`src/rtl/pod_pkg.sv`:
```
`timescale 1ns / 1ps
package pod_pkg;

    localparam int PITCH_W = 17;
    localparam int INDEX_W = 16;
    localparam int THR_W   = 12;

    localparam logic [THR_W-1:0]   THR_RESET = 12'd8;
    localparam logic [INDEX_W-1:0] COUNT_MAX = 16'hFFFF;

    localparam int S_TDATA_W = 24;
    localparam int M_TDATA_W = 40;

    typedef enum logic [2:0] {
        ST_IDLE,
        ST_CHECK,
        ST_FILL,
        ST_MEDIAN,
        ST_DECIDE,
        ST_EMIT
    } state_t;

    typedef struct packed {
        logic accept;
        logic start;
        logic read_step;
        logic median;
        logic decide;
        logic emit;
    } cmd_t;

    typedef struct packed {
        logic judge;
        logic read_done;
        logic boundary;
        logic out_free;
    } status_t;

endpackage

```
`src/rtl/pod_ctrl.sv`:
```
`timescale 1ns / 1ps
module pod_ctrl (
    input  logic             aclk,
    input  logic             aresetn,
    input  logic             s_tvalid,
    output logic             s_tready,
    input  pod_pkg::status_t status,
    output pod_pkg::cmd_t    cmd
);

    pod_pkg::state_t state_reg;
    pod_pkg::state_t state_next;

    always_ff @(posedge aclk) begin
        if (!aresetn) begin
            state_reg <= pod_pkg::ST_IDLE;
        end else begin
            state_reg <= state_next;
        end
    end

    always_comb begin
        state_next = state_reg;
        cmd        = '0;
        s_tready   = 1'b0;
        unique case (state_reg)
            pod_pkg::ST_IDLE: begin
                s_tready   = 1'b1;
                cmd.accept = s_tvalid;
                if (s_tvalid) begin
                    state_next = pod_pkg::ST_CHECK;
                end
            end
            pod_pkg::ST_CHECK: begin
                if (status.judge) begin
                    cmd.start  = 1'b1;
                    state_next = pod_pkg::ST_FILL;
                end else begin
                    state_next = pod_pkg::ST_IDLE;
                end
            end
            pod_pkg::ST_FILL: begin
                if (status.read_done) begin
                    state_next = pod_pkg::ST_MEDIAN;
                end else begin
                    cmd.read_step = 1'b1;
                end
            end
            pod_pkg::ST_MEDIAN: begin
                cmd.median = 1'b1;
                state_next = pod_pkg::ST_DECIDE;
            end
            pod_pkg::ST_DECIDE: begin
                cmd.decide = 1'b1;
                if (status.boundary) begin
                    state_next = pod_pkg::ST_EMIT;
                end else begin
                    state_next = pod_pkg::ST_IDLE;
                end
            end
            pod_pkg::ST_EMIT: begin
                if (status.out_free) begin
                    cmd.emit   = 1'b1;
                    state_next = pod_pkg::ST_IDLE;
                end
            end
            default: begin
                state_next = pod_pkg::ST_IDLE;
            end
        endcase
    end

endmodule

```
`src/rtl/pod_datapath.sv`:
```
`timescale 1ns / 1ps
module pod_datapath #(
    parameter int MIN_SPACE = 8
) (
    input  logic                          aclk,
    input  logic                          aresetn,
    input  pod_pkg::cmd_t                 cmd,
    output pod_pkg::status_t              status,
    input  logic [pod_pkg::PITCH_W-1:0]   in_pitch,
    input  logic                          in_region_start,
    input  logic                          cfg_valid,
    input  logic [pod_pkg::THR_W-1:0]     cfg_data,
    output logic                          out_valid,
    input  logic                          out_ready,
    output logic [pod_pkg::INDEX_W-1:0]   out_boundary_index,
    output logic [pod_pkg::PITCH_W-1:0]   out_note_value
);

    localparam int HIST_DEPTH = 1 << $clog2(MIN_SPACE + MIN_SPACE / 2 + 1);
    localparam int ADDR_W     = $clog2(HIST_DEPTH);
    localparam int CNT_W      = $clog2(MIN_SPACE + 1);
    localparam int SLOT_W     = (MIN_SPACE > 1) ? $clog2(MIN_SPACE) : 1;
    localparam int PW         = pod_pkg::PITCH_W;
    localparam int IW         = pod_pkg::INDEX_W;

    logic [PW-1:0] hist_mem [HIST_DEPTH];

    logic [IW-1:0]          frame_count_reg;
    logic [PW-1:0]          last_note_reg;
    logic [IW-1:0]          last_boundary_reg;
    logic [pod_pkg::THR_W-1:0] thr_reg;
    logic                   judge_reg;
    logic [IW-1:0]          judge_idx_reg;
    logic [ADDR_W-1:0]      rd_ptr_reg;
    logic [CNT_W-1:0]       rd_cnt_reg;
    logic                   rd_valid_reg;
    logic [PW-1:0]          rd_data_reg;
    logic [PW-1:0]          sorted_reg [MIN_SPACE];
    logic [PW-1:0]          sorted_next [MIN_SPACE];
    logic [CNT_W-1:0]       sort_cnt_reg;
    logic [PW-1:0]          med_reg;
    logic                   out_valid_reg;
    logic [IW-1:0]          out_index_reg;
    logic [PW-1:0]          out_note_reg;

    logic [IW-1:0]          base_count;
    logic                   store;
    logic [MIN_SPACE-1:0]   gt;
    logic [CNT_W-1:0]       half_cnt;
    logic [PW-1:0]          diff;
    logic                   note_change;
    logic [IW:0]            boundary_limit;

    assign base_count = in_region_start ? '0 : frame_count_reg;
    assign store      = (base_count != pod_pkg::COUNT_MAX);

    always_ff @(posedge aclk) begin
        if (cmd.accept && store) begin
            hist_mem[base_count[ADDR_W-1:0]] <= in_pitch;
        end
        if (cmd.read_step) begin
            rd_data_reg <= hist_mem[rd_ptr_reg];
        end
    end

    always_comb begin
        for (int p = 0; p < MIN_SPACE; p++) begin
            gt[p] = (CNT_W'(p) < sort_cnt_reg) && (sorted_reg[p] > rd_data_reg);
        end
        for (int p = 0; p < MIN_SPACE; p++) begin
            if (p > 0 && gt[(p > 0) ? p - 1 : 0]) begin
                sorted_next[p] = sorted_reg[(p > 0) ? p - 1 : 0];
            end else if (gt[p] || (CNT_W'(p) == sort_cnt_reg)) begin
                sorted_next[p] = rd_data_reg;
            end else begin
                sorted_next[p] = sorted_reg[p];
            end
        end
    end

    always_ff @(posedge aclk) begin
        if (rd_valid_reg && (rd_data_reg != '0)) begin
            for (int p = 0; p < MIN_SPACE; p++) begin
                sorted_reg[p] <= sorted_next[p];
            end
        end
    end

    assign half_cnt       = sort_cnt_reg >> 1;
    assign diff           = (med_reg > last_note_reg) ? (med_reg - last_note_reg)
                                                      : (last_note_reg - med_reg);
    assign note_change    = diff > PW'(thr_reg);
    assign boundary_limit = {1'b0, last_boundary_reg} + (IW + 1)'(MIN_SPACE);

    always_ff @(posedge aclk) begin
        if (!aresetn) begin
            frame_count_reg   <= '0;
            last_note_reg     <= '0;
            last_boundary_reg <= '0;
            thr_reg           <= pod_pkg::THR_RESET;
            judge_reg         <= 1'b0;
            rd_cnt_reg        <= '0;
            rd_valid_reg      <= 1'b0;
            sort_cnt_reg      <= '0;
            out_valid_reg     <= 1'b0;
        end else begin
            rd_valid_reg <= cmd.read_step;
            if (cfg_valid) begin
                thr_reg <= cfg_data;
            end
            if (cmd.accept) begin
                if (in_region_start) begin
                    last_note_reg     <= '0;
                    last_boundary_reg <= '0;
                end
                frame_count_reg <= store ? base_count + 1'b1 : base_count;
                judge_reg       <= store &&
                                   ((IW + 1)'(base_count) >= (IW + 1)'(2 * MIN_SPACE));
                judge_idx_reg   <= base_count - IW'(MIN_SPACE);
            end
            if (cmd.start) begin
                rd_ptr_reg   <= judge_idx_reg[ADDR_W-1:0] - ADDR_W'(MIN_SPACE / 2);
                rd_cnt_reg   <= '0;
                sort_cnt_reg <= '0;
            end
            if (cmd.read_step) begin
                rd_ptr_reg <= rd_ptr_reg + 1'b1;
                rd_cnt_reg <= rd_cnt_reg + 1'b1;
            end
            if (rd_valid_reg && (rd_data_reg != '0)) begin
                sort_cnt_reg <= sort_cnt_reg + 1'b1;
            end
            if (cmd.median) begin
                med_reg <= (sort_cnt_reg == '0) ? '0 : sorted_reg[half_cnt[SLOT_W-1:0]];
            end
            if (cmd.decide && note_change) begin
                last_note_reg <= med_reg;
                if (status.boundary) begin
                    last_boundary_reg <= judge_idx_reg;
                end
            end
            if (cmd.emit) begin
                out_valid_reg <= 1'b1;
                out_index_reg <= judge_idx_reg;
                out_note_reg  <= med_reg;
            end else if (out_ready) begin
                out_valid_reg <= 1'b0;
            end
        end
    end

    assign status.judge     = judge_reg;
    assign status.read_done = (rd_cnt_reg == CNT_W'(MIN_SPACE));
    assign status.boundary  = note_change && ((IW + 1)'(judge_idx_reg) > boundary_limit);
    assign status.out_free  = !out_valid_reg || out_ready;

    assign out_valid          = out_valid_reg;
    assign out_boundary_index = out_index_reg;
    assign out_note_value     = out_note_reg;

endmodule

```
`src/rtl/pitch_onset_detector_top.sv`:
```
`timescale 1ns / 1ps
// Detects note boundaries in a stream of pitch frames (unsigned Q13.4, zero for unvoiced);
// s_tuser marks the first frame of a region and clears the history. Frame i is judged when
// frame i + MIN_SPACE arrives: the upper median of the nonzero pitches around it is compared
// against the last note, and a request carrying (index, median) is sent when the change
// exceeds the threshold and i lies more than MIN_SPACE frames past the last boundary. A new
// frame is taken only when idle, after the judgement and any request of the last one; the
// history memory gives one window value per cycle to the insertion sorter. The threshold is to
// be written through the cfg port only while the block is idle; the block does not enforce it.
module pitch_onset_detector_top #(
    parameter int MIN_SPACE = 8
) (
    input  logic                              aclk,
    input  logic                              aresetn,
    input  logic                              s_tvalid,
    output logic                              s_tready,
    // [16:0] pitch
    input  logic [pod_pkg::S_TDATA_W-1:0]     s_tdata,
    // [0] region_start
    input  logic                              s_tuser,
    output logic                              m_tvalid,
    input  logic                              m_tready,
    // [15:0] boundary_index, [32:16] note_value
    output logic [pod_pkg::M_TDATA_W-1:0]     m_tdata,
    input  logic                              cfg_valid,
    output logic                              cfg_ready,
    input  logic [pod_pkg::THR_W-1:0]         cfg_data
);

    pod_pkg::cmd_t    cmd;
    pod_pkg::status_t status;

    logic [pod_pkg::INDEX_W-1:0] boundary_index;
    logic [pod_pkg::PITCH_W-1:0] note_value;

    assign cfg_ready = 1'b1;

    pod_ctrl u_ctrl (
        .aclk     (aclk),
        .aresetn  (aresetn),
        .s_tvalid (s_tvalid),
        .s_tready (s_tready),
        .status   (status),
        .cmd      (cmd)
    );

    pod_datapath #(
        .MIN_SPACE (MIN_SPACE)
    ) u_datapath (
        .aclk               (aclk),
        .aresetn            (aresetn),
        .cmd                (cmd),
        .status             (status),
        .in_pitch           (s_tdata[pod_pkg::PITCH_W-1:0]),
        .in_region_start    (s_tuser),
        .cfg_valid          (cfg_valid),
        .cfg_data           (cfg_data),
        .out_valid          (m_tvalid),
        .out_ready          (m_tready),
        .out_boundary_index (boundary_index),
        .out_note_value     (note_value)
    );

    assign m_tdata = {7'd0, note_value, boundary_index};

    assert property (@(posedge aclk) disable iff (!aresetn)
        (s_tvalid && s_tready) |=> !s_tready)
        else $error("Request accepted while the previous one is still in work.");

    assert property (@(posedge aclk) disable iff (!aresetn)
        cmd.emit |-> (!m_tvalid || m_tready))
        else $error("Result loaded over a request that was not taken.");

    assert property (@(posedge aclk) disable iff (!aresetn)
        cmd.read_step |-> !status.read_done)
        else $error("History read beyond the median window.");

    assert property (@(posedge aclk) disable iff (!aresetn)
        cmd.emit |-> $past(cmd.decide) || $past(cmd.emit == 1'b0 && !s_tready))
        else $error("Result emitted without a decision.");

endmodule

```
`config.mk`:
```
export PLATFORM = sky130hd
export DESIGN_NAME = pitch_onset_detector_top
export DESIGN_NICKNAME = d
export VERILOG_FILES = /design/src/rtl/pod_pkg.sv /design/src/rtl/pod_ctrl.sv /design/src/rtl/pod_datapath.sv /design/src/rtl/pitch_onset_detector_top.sv
export SDC_FILE = /design/constraint.sdc
export NUM_CORES = 1
export LEC_CHECK = 0
export BUFFER_PORTS_ARGS = -buffer_cell sky130_fd_sc_hd__buf_4
export CAP_MARGIN = 25
export CORE_MARGIN = 2
export CORE_UTILIZATION = 60
export DETAILED_ROUTE_END_ITERATION = 10
export PLACE_DENSITY = 0.77
export REMOVE_ABC_BUFFERS = 1
export SYNTH_ARGS = -nofsm -noshare
export SYNTH_HDL_FRONTEND = slang
export SYNTH_HIERARCHICAL = 1
export SYNTH_SLANG_ARGS = --single-unit
```
`constraint.sdc`:
```
create_clock -name aclk -period 8.7 [get_ports aclk]
set_input_delay 1.74 -clock aclk [delete_from_list [all_inputs] [get_ports aclk]]
set_output_delay 1.74 -clock aclk [all_outputs]
set_load 0.005 [all_outputs]
```
Word level (Yosys, flattened, before mapping)
Memory sizes are Yosys's and may differ from the RTL's. A register that Yosys moved wholly into a read port is not among the register bits.
Cells that the tools add are included.
Storage, ports and cells
  flip-flop bits (word level): 128
  bits in writable memories: 408
  input bits: 42
  output and inout bits: 43
  word-level logic and storage cells: 151
  memories kept: 2
Cells by class
  add/sub/neg operators: 9
  order comparisons: 20
  equal/unequal tests: 17
  mux-type cells: 52
  reduce and logical (&&, ||, !) cells: 37
Memories
  u_datapath.hist_mem: depth 16, width 17, rd ports 1, clocked after Yosys merged registers in 1, wr ports 1, line pod_datapath.sv:26  | logic [PW-1:0] hist_mem [HIST_DEPTH];
  u_datapath.sorted_reg: depth 8, width 17, rd ports 9, clocked after Yosys merged registers in 1, wr ports 8, line pod_datapath.sv:38  | logic [PW-1:0] sorted_reg [MIN_SPACE];
Operators with widths (count)
  $mux 17: 19
  $gt 17x17->1: 9
  $mux 16: 6
  $sub 17x17->17: 2
  $mux 4: 5
  $pmux 3 s6: 1
  $add 16x4->17 const B: 1
  $gt 16x17->1: 1
  $gt 17x12->1: 1
  $reduce_bool 17->1: 1
  $add 16x1->16 const B: 1
  $eq 3x4->1 const A: 4
  $ge 16x5->1 const B: 1
  $lt 3x4->1 const A: 4
  $mux 1: 16
  $ne 16x16->1 const B: 1
  $sub 16x4->16 const B: 1
  $logic_and 1x1->1: 13
  $add 4x1->4 const B: 3
  $mux 3: 4
  $reduce_and 2->1: 5
  $reduce_bool 2->1: 5
  $logic_or 1x1->1: 9
  $eq 2x4->1 const A: 2
  other kinds (14): 20

Longest topological paths before layout
  word-level depth: 6
  mapped depth: 26
  mapped depth without buffers: 23

Modules after synthesis
The synthesis kept the hierarchy.
Modules (own cells, without submodules)
  pod_datapath: times used 1, cells an instance 2230, area an instance 29181.7 um^2, seq. area each 16305.6 um^2
  pod_ctrl: times used 1, cells an instance 26, area an instance 214.0 um^2, seq. area each 60.1 um^2
  pitch_onset_detector_top: times used 1, cells an instance 10, area an instance 67.6 um^2, seq. area each 0.0 um^2

Least setup slack after synthesis
Ideal clock, no wire load.
  path type: input -> register
  start: input port s_tuser
  end: memory u_datapath/hist_mem[10][0] (netlist name) (enable)
  setup time: 0.412 ns
  arrival: 4.604 ns
  data required time: 8.288 ns
  slack: 3.684 ns
  stages: 12
  buffers on the path: 3
  cell sequence: clkbuf_1 -> clkbuf_1 -> nand2b_1 -> inv_1 -> ha_1 -> nand2_1 -> nor3_1 -> nand2_1 -> o21a_1 -> clkbuf_1 -> nand2_1 -> nor3_1
On the way
  word-level cells in the longest chain between the ends: 5
RTL lines
  from (decl): line pitch_onset_detector_top.sv:20  | input logic s_tuser,
  $mux 16 *: line pod_datapath.sv:54  | assign base_count = in_region_start ? '0 : frame_count_reg;
  net u_datapath.base_count[0]: line pod_datapath.sv:46  | logic [IW-1:0] base_count;
  $ne 16x16->1: line pod_datapath.sv:55  | assign store = (base_count != pod_pkg::COUNT_MAX);
  $logic_and 1x1->1: line pod_datapath.sv:58  | if (cmd.accept && store) begin
  $mux 1: line pod_datapath.sv:58
  $mux 1 (implied by the code): line pod_datapath.sv:59  | hist_mem[base_count[ADDR_W-1:0]] <= in_pitch;
  to (decl): line pod_datapath.sv:26
Mark *: on every way through the listed nets, which the timed path passes. The rest lies on a longest branch.

Final worst setup path
  start: register u_datapath.med_reg[12] (read register of u_datapath.sorted_reg)
  end: register u_datapath.last_note_reg[5]
On the way
  word-level cells in the longest chain between the ends: 6
  elaborated cells on any way between the ends: 10
  those cells by class: 2 x add/sub; 2 x order compare; 2 x mux; 4 x reduce/logical
RTL lines
  from (decl): line pod_datapath.sv:41  | logic [PW-1:0] med_reg;
  $sub 17x17->17 (tied with other cells): line pod_datapath.sv:91  | : (last_note_reg - med_reg);
  $mux 17 *: line pod_datapath.sv:90  | assign diff = (med_reg > last_note_reg) ? (med_reg - last_note_reg)
  $gt 17x12->1 *: line pod_datapath.sv:92  | assign note_change = diff > PW'(thr_reg);
  $logic_and 1x1->1 *: line pod_datapath.sv:136  | if (cmd.decide && note_change) begin
  $reduce_bool 2->1 (no line)
  $reduce_and 2->1 (no line)
  to (signal assigned): line pod_datapath.sv:137  | last_note_reg <= med_reg;
  to (decl): line pod_datapath.sv:29  | logic [PW-1:0] last_note_reg;
Mark *: on every way between the ends. The rest lies on a longest branch, timed or not.
A chain may end at the register's enable or synchronous reset.

==> metrics.md <==
| Metric | Value |
|---|---|
| Rel. slew slack | 31.9% |
| 1st-iter DRT viols | 1640 |
| GR peak layer | met2 |
| CTS tree | done |
| Mapped Cells | 2266 |
| Required time of the critical path | 9240 ps |
| Hold Startpoint | u_datapath/last_note_reg[16] |
| Clock Sinks | 570 |
| Met3 usage | 3.88% |
| Share of layout cells above drive strength 1 | 18.7% |
| Register-to-register path setup slack | slightly below 3000 ps |
| Pwr/cell area | 172 nW/um2 |
| Worst Path Max Fanout | 34 |
| Status | finished clean |
| Max-cap violations | 0 |
| VDD IR max | 0.000183 V |
| FF-to-FF End | u_datapath/last_note_reg[5] |
| Setup WS pre-CTS | between 3000 and 4000 ps |
| Row cnt | approximately 80 |
| CP peak stage delay | 560 ps |
| Clock power share | 46.0% |
| CTS root buf | clkbuf_16 |
| Starting density of the core | between 60% and 70% |
| Setup violations, final | 0 |
| Worst slew pin tran | 1020 ps |
| Post-synth EDFFs | 495 |
| Critical path's top delay family | compound AO/OA/AOI/OAI gates |
| Clk buf depth | 3 |
| Slew Viols, Final | 0 |
| Final setup TNS | 0 ps |
| TritonRoute pass-1 iters | 5 |
| Seq cells post-synth | 570 |
| # resized after CTS | 0 |
| Post-DR wirelength/cell | 22.1 um |
| Die height | around 230 um |
| Slowest cell on the critical path | ha_1 |
| First-pass GRT wire length | ~100000 um |
| Layout Utilization | 67.4% |
| Internal | about 4.5 mW |
| Hold path depth | 2 |
| Hold EP | u_datapath/last_note_reg[16] |
| Antenna Nets Post-Route | 0 |
| DRT Wirelength | 67100 um |
| Ys flop type | edfxtp_1 |
| Grt met1 use | 34.8% |
| Die width | 226 um |
| Ys async rst share | 0% |
| Hold Path Class | reg2reg |
| Commonest cells after routing, fill and taps aside | 495 x edfxtp_1, 210 x ha_1, 151 x mux2_2, 143 x nand2_1, 112 x o21ai_0 |
| Total power | ~5.7 mW |
| Grt met2 use | 45.7% |
| Switching share of power | 19.9% |
| Leakage | roughly 12 nW |
| H-tree levels | 2 |
| Die ar. | between 50000 and 60000 um2 |
| Endpoint class of the critical path | flip-flop |
| Synth unique cells | between 70 and 80 |
| Final net count | 2581 |
| GRT Total Usage | around a quarter |
| Fin crit share | between 60% and 70% |
| CTS clk-pin slew, worst paths | about 60 ps |
| Crit. path cell count | 22 |
| CORE AREA | 48700 um2 |
| Hold-fix buffers at CTS | 0 |
| Warnings from Yosys | 6 |
| Clock skew | 41.5 ps |
| Ant diodes | 0 |
| DRC errors left | 0 |
| Crit Path Class | reg2reg |
| Final hold vios | 0 |
| Final min period | 5770 ps |
| Comb pwr share | 1.6% |
| Commonest non-fill, non-tap cell in the layout | edfxtp_1 |
| Initial antenna violation count | 1 |
| Io pins | between 80 and 90 |
| Port Buf Inserts | between 60 and 70 |
| Hold slack final | 473 ps |
| Number of flip-flops in the largest register | roughly 270 |
| Psw | 1.13 mW |
| CP arrival | 6310 ps |
| Worst-Skew Late Latency | about 650 ps |
| DR vias | 18900 |
| Post-synthesis sequential area ratio | 55.5% |
| Flop pwr share | between 50% and 60% |
| Worst setup SP type | flip-flop |
| Mapped Avg Cell Area | 13.0 um2 |
| Vias in the first global route | about 19000 |
| Via/cell ratio | 6.22 |
| # Post-CTS Setup Buffers | 0 |
| Cts bufs inserted | just under 60 |
| Crit path buf inv count | 3 |
| Final worst setup slack | between 2000 and 3000 ps |
| Reg2reg path depth | 22 |
| Area of the mapped netlist | 29500 um2 |
| Worst path cell trace | ha_1, and4_1, nand2_1, a211oi_1, nor3b_1, nor2_1, buf_4, o21ai_0, o221ai_1, xor2_1, ha_1, nand4_1, nor3_1, nor2_1, o211ai_1, a221oi_1, a31oi_1, a211oi_4, buf_4, nand2b_1, buf_8, mux2i_1 |
| RSZ-0062 raised after global routing | false |
| Max frequency | 0.173 GHz |
| Largest net degree at the start of global routing | 70 |
| Overflow after GRT | 0 |
| Syn-to-layout area delta | 11.5% |
| Hpwl dp | 44500 um |
| RR Startpoint | u_datapath/med_reg[12] |
| Routability congestion estimate | 0.873 |
## power groups by stage
| stage | Sequential (mW) | Clock (mW) | Combinational, mW |
|---|---|---|---|
| 2_1_floorplan | 3.03 | 0 | 0.0379 |
| 3_3_place_gp | 3.03 | 0 | 0.0852 |
| 3_5_place_dp | 3.03 | 0 | 0.0897 |
| 4_1_cts | 2.97 | 2.65 | 0.0903 |
| 5_1_grt | 2.97 | 2.76 | 0.0998 |
| 6_report | 2.97 | 2.60 | 0.0901 |
## area by class of cell
cell class | count | area, um2
Inverter | 93 | 349
Sequential cell | 570 | 16400
Timing Repair Buffer | 114 | 921
Tap cell | 664 | 831
Clock buffer | 79 | 1570
Clock inverter | 31 | 457
Multi-Input combinational cell | 1490 | 12400
Fill cell | 3360 | 15900
## per-layer routing
layer / part of all wire (%) / up-vias
li1: - / 8783
met2: 50 / 668
met1: 41 / 9326
met5: 0.018 / -
met4: 2.8 / 2
met3: 5.7 / 136
## how the worst max path moves through the flow
| stage | start | end |
|---|---|---|
| after floorplan | u_datapath/med_reg[12] | u_datapath/last_note_reg[0] |
| after global placement | u_datapath/med_reg[12] | u_datapath/last_note_reg[3] |
| after detailed placement | u_datapath/med_reg[12] | u_datapath/last_note_reg[5] |
| after CTS | u_datapath/med_reg[12] | u_datapath/last_note_reg[5] |
| after global routing | u_datapath/med_reg[9] | u_datapath/last_note_reg[5] |
| final | u_datapath/med_reg[12] | u_datapath/last_note_reg[5] |
## worst register-to-register path: cells and delay by family, from the launching register on
kind,cells,cell delay (ps)
AOI/OAI and AO/OA,7,1690
xor gates and xnor gates,1,210
adders and majority gates,2,840
buffers and inverters,3,860
DFF,1,460
muxes,1,250
and+or+nand+nor,8,1380
## synth_stat cells, types with 5 or more instances
master	n	share of area, %
a211oi_1	9	0.23
a21o_1	55	1.4
a21oi_1	98	1.7
a221oi_1	21	0.62
a22oi_1	34	0.87
a31oi_1	10	0.21
and2_1	26	0.55
and3_1	9	0.19
buf_1	12	0.15
buf_2	11	0.19
buf_4	9	0.23
clkbuf_1	85	1.1
dfxtp_1	75	5.1
edfxtp_1	495	50
ha_1	210	8.9
inv_1	92	1.2
mux2_2	151	5.8
mux2i_1	93	3.2
mux4_2	51	3.9
nand2_1	143	1.8
nand2b_1	23	0.49
nand3_1	58	0.99
nand3b_1	5	0.13
nand4_1	39	0.83
nor2_1	73	0.93
nor2b_1	46	0.98
nor3_1	24	0.41
nor4_1	6	0.13
o2111ai_1	18	0.54
o211ai_1	5	0.13
o21a_1	17	0.43
o21ai_0	112	1.9
o31a_1	5	0.15
o31ai_1	22	0.56
xnor2_1	21	0.62
xor2_1	28	0.83
## cells by family (layout without fill, tap and decap cells)
family	after synthesis	in the layout	share of synthesized area (%)
muxes	296	296	12.9
AOI/OAI and AO/OA	444	444	9.89
other	2	8	0.0255
buffers and inverters	212	317	2.93
DFF	570	570	55.5
adders and majority gates	212	212	9.05
xor gates and xnor gates	49	49	1.46
and+or+nand+nor	481	481	8.22
## stage by stage
step,instances,cell area (um2)
6_report,3041,32900
2_1_floorplan,2153,29000
3_5_place_dp,2926,30800
3_3_place_gp,2922,30700
4_1_cts,3036,32800
5_1_grt,3041,32900
Note: power is estimated with default switching activity, not from simulation.
